File: src/lfsr_kd_pkg.sv
// Package for the keystream descrambler: generator state type, seeds,
// feedback masks and the single-bit generator step function.
// No dependencies.
`timescale 1ns / 1ps

package lfsr_kd_pkg;

   localparam int unsigned KEY_BITS  = 8;
   localparam int unsigned GEN_WIDTH = 16;

   // Seeds and feedback masks of the three shift registers
   localparam logic [GEN_WIDTH-1:0] SEED_A = 16'h2953;
   localparam logic [GEN_WIDTH-1:0] SEED_B = 16'hd9c2;
   localparam logic [GEN_WIDTH-1:0] SEED_C = 16'h3ff1;
   localparam logic [GEN_WIDTH-1:0] FB_A   = 16'ha740;
   localparam logic [GEN_WIDTH-1:0] FB_B   = 16'hfb10;
   localparam logic [GEN_WIDTH-1:0] FB_C   = 16'hb3d0;

   typedef struct packed {
      logic [GEN_WIDTH-1:0] gen_a;
      logic [GEN_WIDTH-1:0] gen_b;
      logic [GEN_WIDTH-1:0] gen_c;
      logic                 mix_bit;
   } gen_state_type;

   localparam gen_state_type SEED_STATE = '{
      gen_a:   SEED_A,
      gen_b:   SEED_B,
      gen_c:   SEED_C,
      mix_bit: 1'b1
   };

   // Control from the datapath to the keystream generator
   typedef struct packed {
      logic advance;  // consume one key byte
      logic reseed;   // item was last of its region: reload seeds
   } keygen_ctl_type;

   // One keystream bit: the new mix_bit is the output bit
   function automatic gen_state_type gen_step(input gen_state_type s);
      gen_state_type n;
      logic a0, a1, b0, b1, c0;
      a0 = s.gen_a[0];
      a1 = s.gen_a[1];
      b0 = s.gen_b[0];
      b1 = s.gen_b[1];
      c0 = s.gen_c[0];
      n.mix_bit = s.mix_bit ^ a1 ^ c0 ^ (b0 | b1) ^ ((a0 ^ b1 ^ c0) & (a0 ^ b0));
      n.gen_c = (a0 == b0) ? ((s.gen_c >> 1) ^ (c0 ? FB_C : '0)) : s.gen_c;
      n.gen_b = (!a0) ? ((s.gen_b >> 1) ^ (b0 ? FB_B : '0)) : s.gen_b;
      n.gen_a = (s.gen_a >> 1) ^ (a0 ? FB_A : '0);
      return n;
   endfunction

endpackage

File: src/lfsr_kd_if.sv
// Valid/ready channel interfaces for the descrambler's input and result items.
// Depends on nothing.
`timescale 1ns / 1ps

interface lfsr_kd_req_if;
   logic       valid;
   logic       ready;
   logic [7:0] scrambled_byte;
   logic       last_byte;

   modport source (output valid, output scrambled_byte, output last_byte, input ready);
   modport sink   (input valid, input scrambled_byte, input last_byte, output ready);
endinterface

interface lfsr_kd_rsp_if;
   logic       valid;
   logic       ready;
   logic [7:0] plain_byte;
   logic       last_out;

   modport source (output valid, output plain_byte, output last_out, input ready);
   modport sink   (input valid, input plain_byte, input last_out, output ready);
endinterface

File: src/lfsr_kd_keygen.sv
// Keystream generator: three 16-bit shift registers and the mix bit,
// stepped eight times per key byte. Depends on lfsr_kd_pkg.
`timescale 1ns / 1ps

module lfsr_kd_keygen (
   input  logic                                clock,
   input  logic                                reset,
   input  lfsr_kd_pkg::keygen_ctl_type         ctl,
   output logic [lfsr_kd_pkg::KEY_BITS-1:0]    key_byte
);

   lfsr_kd_pkg::gen_state_type state_ff;
   lfsr_kd_pkg::gen_state_type state_in;
   lfsr_kd_pkg::gen_state_type stepped;

   // Eight chained steps; bits enter MSB first
   always_comb begin
      lfsr_kd_pkg::gen_state_type s;
      s = state_ff;
      for (int i = 0; i < lfsr_kd_pkg::KEY_BITS; i++) begin
         s = lfsr_kd_pkg::gen_step(s);
         key_byte[lfsr_kd_pkg::KEY_BITS-1-i] = s.mix_bit;
      end
      stepped = s;
   end

   // Next state: hold, advance, or reload seeds after a region's last item
   always_comb begin
      if (!ctl.advance) begin
         state_in = state_ff;
      end else if (ctl.reseed) begin
         state_in = lfsr_kd_pkg::SEED_STATE;
      end else begin
         state_in = stepped;
      end
   end

   always_ff @(posedge clock) begin
      if (reset) begin
         state_ff <= lfsr_kd_pkg::SEED_STATE;
      end else begin
         state_ff <= state_in;
      end
   end

   a_hold_when_idle: assert property (@(posedge clock) disable iff (reset)
      !ctl.advance |=> $stable(state_ff))
      else $error("generator state moved without an advance");

   a_reseed: assert property (@(posedge clock) disable iff (reset)
      (ctl.advance && ctl.reseed) |=> (state_ff == lfsr_kd_pkg::SEED_STATE))
      else $error("generator not reseeded after last item");

   a_reset_seed: assert property (@(posedge clock)
      reset |=> (state_ff == lfsr_kd_pkg::SEED_STATE))
      else $error("generator not seeded by reset");

endmodule

File: src/lfsr_keystream_descrambler.sv
// Top level of the keystream descrambler: input register, keystream
// generator and result register. Depends on lfsr_kd_pkg, lfsr_kd_if, lfsr_kd_keygen.
//
// Usage:
//   req_chan carries scrambled bytes with a last_byte marker; rsp_chan
//   returns plain_byte = scrambled_byte ^ key byte, with last_out copying
//   the marker. Every accepted item yields exactly one result item, in order.
//   A result passes through the input register and then the result register.
//   Throughput: one item per cycle while the receiver takes results; the eight
//   generator steps for a key byte are one combinational chain between the input
//   register and the result register, so a key byte is ready as each item advances.
//   After the item marked last is passed on, the generator reloads its
//   seeds, so the next item starts a new region.
//   Reset (synchronous, active high) empties both registers and loads the
//   seeds. When the receiver stalls, the result register holds its item,
//   the input register takes one more item, and then req ready drops until
//   the result is taken.
`timescale 1ns / 1ps

module lfsr_keystream_descrambler (
   input logic           clock,
   input logic           reset,
   lfsr_kd_req_if.sink   req_chan,
   lfsr_kd_rsp_if.source rsp_chan
);

   logic       in_valid_ff;
   logic       in_valid_in;
   logic [7:0] in_data_ff;
   logic       in_last_ff;
   logic       out_valid_ff;
   logic       out_valid_in;
   logic [7:0] out_data_ff;
   logic       out_last_ff;
   logic       out_free;
   logic       advance;
   logic [lfsr_kd_pkg::KEY_BITS-1:0] key_byte;
   lfsr_kd_pkg::keygen_ctl_type      gen_ctl;

   // Handshake: the input item moves on when the result register is free
   assign out_free       = !out_valid_ff || rsp_chan.ready;
   assign advance        = in_valid_ff && out_free;
   assign req_chan.ready = !in_valid_ff || advance;

   assign in_valid_in  = req_chan.ready ? req_chan.valid : in_valid_ff;
   assign out_valid_in = out_free ? in_valid_ff : out_valid_ff;

   assign gen_ctl.advance = advance;
   assign gen_ctl.reseed  = in_last_ff;

   lfsr_kd_keygen u_keygen (
      .clock    (clock),
      .reset    (reset),
      .ctl      (gen_ctl),
      .key_byte (key_byte)
   );

   // Control registers
   always_ff @(posedge clock) begin
      if (reset) begin
         in_valid_ff  <= 1'b0;
         out_valid_ff <= 1'b0;
      end else begin
         in_valid_ff  <= in_valid_in;
         out_valid_ff <= out_valid_in;
      end
   end

   // Payload registers
   always_ff @(posedge clock) begin
      if (req_chan.valid && req_chan.ready) begin
         in_data_ff <= req_chan.scrambled_byte;
         in_last_ff <= req_chan.last_byte;
      end
      if (advance) begin
         out_data_ff <= in_data_ff ^ key_byte;
         out_last_ff <= in_last_ff;
      end
   end

   assign rsp_chan.valid      = out_valid_ff;
   assign rsp_chan.plain_byte = out_data_ff;
   assign rsp_chan.last_out   = out_last_ff;

   a_accept_fills: assert property (@(posedge clock) disable iff (reset)
      (req_chan.valid && req_chan.ready) |=> in_valid_ff)
      else $error("accepted item lost from input register");

   a_stall_holds: assert property (@(posedge clock) disable iff (reset)
      (in_valid_ff && !advance) |=> (in_valid_ff && $stable(in_data_ff)
                                     && $stable(in_last_ff)))
      else $error("input register changed while stalled");

   a_advance_fills: assert property (@(posedge clock) disable iff (reset)
      advance |=> out_valid_ff)
      else $error("advanced item not in result register");

   a_reset_empty: assert property (@(posedge clock)
      reset |=> (!in_valid_ff && !out_valid_ff))
      else $error("registers not empty after reset");

endmodule

File: src/flat_wrapper.sv
// flat-port wrapper written by rule: the top's interface ports become plain ports
module lfsr_keystream_descrambler_flat 
  (clock, reset, req_chan_valid, req_chan_scrambled_byte, req_chan_last_byte, req_chan_ready, rsp_chan_valid, rsp_chan_plain_byte, rsp_chan_last_out, rsp_chan_ready);
  lfsr_kd_req_if req_chan_i ();
  lfsr_kd_rsp_if rsp_chan_i ();
  input logic clock;
  input logic reset;
  input wire logic [$bits(req_chan_i.valid)-1:0] req_chan_valid;
  input wire logic [$bits(req_chan_i.scrambled_byte)-1:0] req_chan_scrambled_byte;
  input wire logic [$bits(req_chan_i.last_byte)-1:0] req_chan_last_byte;
  output wire logic [$bits(req_chan_i.ready)-1:0] req_chan_ready;
  output wire logic [$bits(rsp_chan_i.valid)-1:0] rsp_chan_valid;
  output wire logic [$bits(rsp_chan_i.plain_byte)-1:0] rsp_chan_plain_byte;
  output wire logic [$bits(rsp_chan_i.last_out)-1:0] rsp_chan_last_out;
  input wire logic [$bits(rsp_chan_i.ready)-1:0] rsp_chan_ready;
  assign req_chan_i.valid = req_chan_valid;
  assign req_chan_i.scrambled_byte = req_chan_scrambled_byte;
  assign req_chan_i.last_byte = req_chan_last_byte;
  assign req_chan_ready = req_chan_i.ready;
  assign rsp_chan_valid = rsp_chan_i.valid;
  assign rsp_chan_plain_byte = rsp_chan_i.plain_byte;
  assign rsp_chan_last_out = rsp_chan_i.last_out;
  assign rsp_chan_i.ready = rsp_chan_ready;
  lfsr_keystream_descrambler u_core (.clock(clock), .reset(reset), .req_chan(req_chan_i), .rsp_chan(rsp_chan_i));
endmodule
File: config.mk
export PLATFORM = sky130hd
export DESIGN_NAME = lfsr_keystream_descrambler_flat
export DESIGN_NICKNAME = d
export VERILOG_FILES = /design/src/lfsr_kd_pkg.sv /design/src/lfsr_kd_if.sv /design/src/lfsr_kd_keygen.sv /design/src/lfsr_keystream_descrambler.sv /design/src/flat_wrapper.sv
export SDC_FILE = /design/constraint.sdc
export NUM_CORES = 1
export LEC_CHECK = 0
export BUFFER_PORTS_ARGS = -buffer_cell sky130_fd_sc_hd__buf_2
export CAP_MARGIN = 0
export CORE_MARGIN = 2
export CORE_UTILIZATION = 45
export DETAILED_ROUTE_END_ITERATION = 10
export HOLD_SLACK_MARGIN = 0.1
export PLACE_DENSITY_LB_ADDON = 0.25
export SYNTH_ARGS = -nofsm -noshare
export SYNTH_HDL_FRONTEND = slang
export SYNTH_SLANG_ARGS = --single-unit
export TNS_END_PERCENT = 50
File: constraint.sdc
create_clock -name clock -period 6.71 [get_ports clock]
set_clock_uncertainty 0.15 [all_clocks]
set_input_delay 0 -clock clock [delete_from_list [all_inputs] [get_ports clock]]
set_output_delay 0 -clock clock [all_outputs]
set_load 0.1 [all_outputs]
==> impl_results.md <==
- Mapped Cells: 1112
- Reg power frac: 20.0%
- HP Class: in -> reg
- WHS: 0.215 ns
- Yosys warns: 0
- WP depth: 12
- Post-Place Worst Slack: 1.13 ns
- Chip width: 144 um
- RSZ-0062 raised after global routing: no
- Gate power share: 61.9%
- Detailed Routing Iterations Pass 1: 5
- Synth cell types: 86
- Achievable Freq: 175 MHz
- Relative slew slack: 28.0%
- Asr flop ratio synth: 0%
- Pins Over Slew Limit: 0
- H-tree levels: 3
- Final Total Pwr: 2.71 mW
- Share of cells above drive strength 1: 11.5%
- Largest net degree at the start of global routing: 40
- Top Family by Delay on Critical Path: simple AND/OR/NAND/NOR gates
- Switch share: 45.7%
- Clock sink total: 69
- Die Y: 144 um
- Initial Util: 45.5%
- Reg clk slew, reported paths: 0.06 ns
- Leak pwr: 3.65 nW
- Number of max-cap violations: 0
- Post-CTS sizing: 0
- DP Area: 0.00911 sq mm
- Routed WL per cell: 20.7 um
- Final GP Congestion: 0.938
- CP Launch Type: flop
- IO Pins: 24
- CP Class: reg -> reg
- Largest buffer count on any clock path: 2
- Root buffer cell: clkbuf_16
- Vias: 8761
- Final nets: 1116
- Initial antenna violation count: 0
- Maximum VDD drop: 0.000440 V
- Slowest CP cell: dfxtp_2
- Switching power: 1.24 mW
- Outcome: finished clean
- DIE AREA: 0.0206 sq mm
- Endpoints failing hold: 0
- Hold Path Depth: 2
- Final Cell Area: 0.00957 sq mm
- Crit path capture type: flop
- Worst-path cell chain: mux2_2, mux2i_2, nor4_1, or4_1, o32ai_2, a221o_1, nand2_1, and2_1, o311a_1, xnor3_1, xnor3_1, xor2_1
- Rows: 51
- Reg2reg path depth: 12
- N_diodes: 0
- WP buf/inv: 0
- Final setup fails: 0
- Avg Cell Area, Syn: 7.88 sq um
- Worst-Skew Late Latency: 0.34 ns
- Top_reg_cell synth: dfxtp_1
- Vias per cell: 6.38
- First-pass GRT wire length: 44.2 mm
- Final setup TNS: 0 ns
- Gr usage total: 27.4%
- Tmin final: 5.71 ns
- Post-Syn Area: 0.00876 sq mm
- Syn nets: 1125
- Fin crit share: 85.1%
- Initial DRC count: 1059
- Vias in the first global route: 7751
- Max stage delay on crit path: 0.73 ns
- Final ANT Viol Nets: 0
- Port bufs: 23
- Layout area overhead: 9.21%
- Core ar.: 0.0193 sq mm
- Routed WL: 28.5 mm
- Sequential area share after synthesis: 17.8%
- Worst EP required: 6.65 ns
- Drt drc: 0
- Int Power: 1.47 mW
- CTS buffer count: 9
- Detailed placer's ending HPWL: 20.9 mm
- Cell with the most instances on the worst path: xnor3_1
- Power density over the cells: 284 mW/mm^2
- Maximum fanout along the worst path: 22
- Flip-flop and latch count after synthesis: 69
- Worst-margin pin slew: 1.08 ns
- CTS tree: done
- Worst setup slack after layout: 0.998 ns
- Number of synthesized flops with an enable pin: 18
- Clock power frac: 18.2%
- GR Overflow Total: 0
- WP data arrival: 5.65 ns
[synthesized netlist by cell type (all sizes together), types with 4 or more instances]
master  count  share of area, %
mux2i      87                10
o31ai      10              0.91
o21a        7              0.60
xnor3       9               2.3
nor3       26               1.5
o22ai      26               1.9
o211a       9               1.0
nand2b     23               1.6
a32oi       4              0.40
nor2b       5              0.36
or3         6              0.43
a21oi      70               4.0
a31oi       9              0.64
o221a       4              0.51
o32ai       4              0.57
a211oi     33               2.8
a221oi     10               1.1
inv        12              0.51
nor2       86               3.7
a21o        5              0.43
a21boi      4              0.34
o21ai      58               3.3
clkbuf     61               2.6
buf        33               1.8
xnor2     115                12
xor2       44               4.4
dfxtp      51                12
o211ai     29               2.5
nand2      83               3.6
and2       13              0.93
nor4       10              0.71
a22oi      12               1.0
edfxtp     18               6.2
a211o       5              0.50
and3       11              0.79
nand3      31               1.8
mux2       21               2.7
a221o       5              0.57
o22a        5              0.50
o311ai      7              0.70
[metal layers]
layer  up-vias  global-route usage [%]  wire, um
met5         -                       0         0
met3        43                    3.27      2430
met4         0                    6.55       527
met1      4199                    41.1     13100
li1       4117                       -         -
met2       402                    41.7     12400
[worst reg2reg max path, cell delays in order (launching register included)]
cell,delay (ns)
dfxtp_2,0.73
mux2_2,0.50
mux2i_2,0.64
nor4_1,0.17
or4_1,0.65
o32ai_2,0.28
a221o_1,0.54
nand2_1,0.23
and2_1,0.29
o311a_1,0.37
xnor3_1,0.38
xnor3_1,0.40
xor2_1,0.15
[kinds of logic after synthesis]
logic type | after synthesis | synth area share (%)
AOI/OAI and AO/OA | 344 | 27.3
xor gates and xnor gates | 171 | 19.5
buffers and inverters | 107 | 4.97
DFF | 69 | 17.8
muxes | 109 | 13.4
and+or+nand+nor | 312 | 17.0
[cells in the final DEF (no fill, tap or decap), types with 18 or more instances in the layout]
master / n
a211oi_1: 33
a21oi_1: 70
buf_2: 23
buf_4: 36
dfxtp_1: 49
edfxtp_1: 18
mux2_2: 21
mux2i_1: 81
nand2_1: 83
nand2b_1: 23
nand3_1: 31
nor2_1: 84
nor3_1: 25
o211ai_1: 29
o21ai_0: 52
o22ai_1: 26
xnor2_1: 109
xor2_1: 44
[power by group through the flow]
stage	registers, mW	logic [mW]	clock network, mW
6_report	0.542	1.68	0.493
5_1_grt	0.546	1.80	0.513
4_1_cts	0.539	1.65	0.497
3_5_place_dp	0.546	1.63	0
3_3_place_gp	0.548	1.63	0
2_1_floorplan	0.634	1.19	0
[what timing repair did]
item	CTS	global route
endpoints found under the hold margin	26	0
buffers inserted	0	0
hold buffers	15	0
[flip-flops by register name (all words and copies together), names as in the netlist]
signal and cells:
u_core.in_data_ff 8, u_core.in_last_ff 1, u_core.in_valid_ff 1, u_core.rsp_chan.last_out 1, u_core.rsp_chan.plain_byte 8, u_core.rsp_chan.valid 1, u_core.u_keygen.state_ff 49
[metrics by stage]
| stage | cells | utilization [%] |
|---|---|---|
| 2_1_floorplan | 1112 | - |
| 3_3_place_gp | 1342 | 47.3 |
| 5_1_grt | 1373 | 49.6 |
| 4_1_cts | 1373 | 49.6 |
| 6_report | 1373 | 49.6 |
| 3_5_place_dp | 1342 | 47.3 |
[layout make-up]
type | instances | area [sq um]
clock buffers | 13 | 262
clock inverters | 3 | 42.5
fillers | 1921 | 9700
inverters | 13 | 48.8
multi-input cells | 936 | 6780
flip-flops and latches | 69 | 1560
well taps | 265 | 332
repair buffers | 74 | 536
[final timing paths]
kind	from	endpoint	slack [ns]
min	req_chan_scrambled_byte[2]	u_core.in_data_ff[2]	0.21
max	u_core.u_keygen.state_ff[34]	u_core.rsp_chan.plain_byte[0]	1.0
max reg2reg	u_core.u_keygen.state_ff[34]	u_core.rsp_chan.plain_byte[0]	1.0
min reg2reg	u_core.u_keygen.state_ff[48]	u_core.u_keygen.state_ff[48]	0.32
Note: power is estimated with default switching activity, not from simulation.
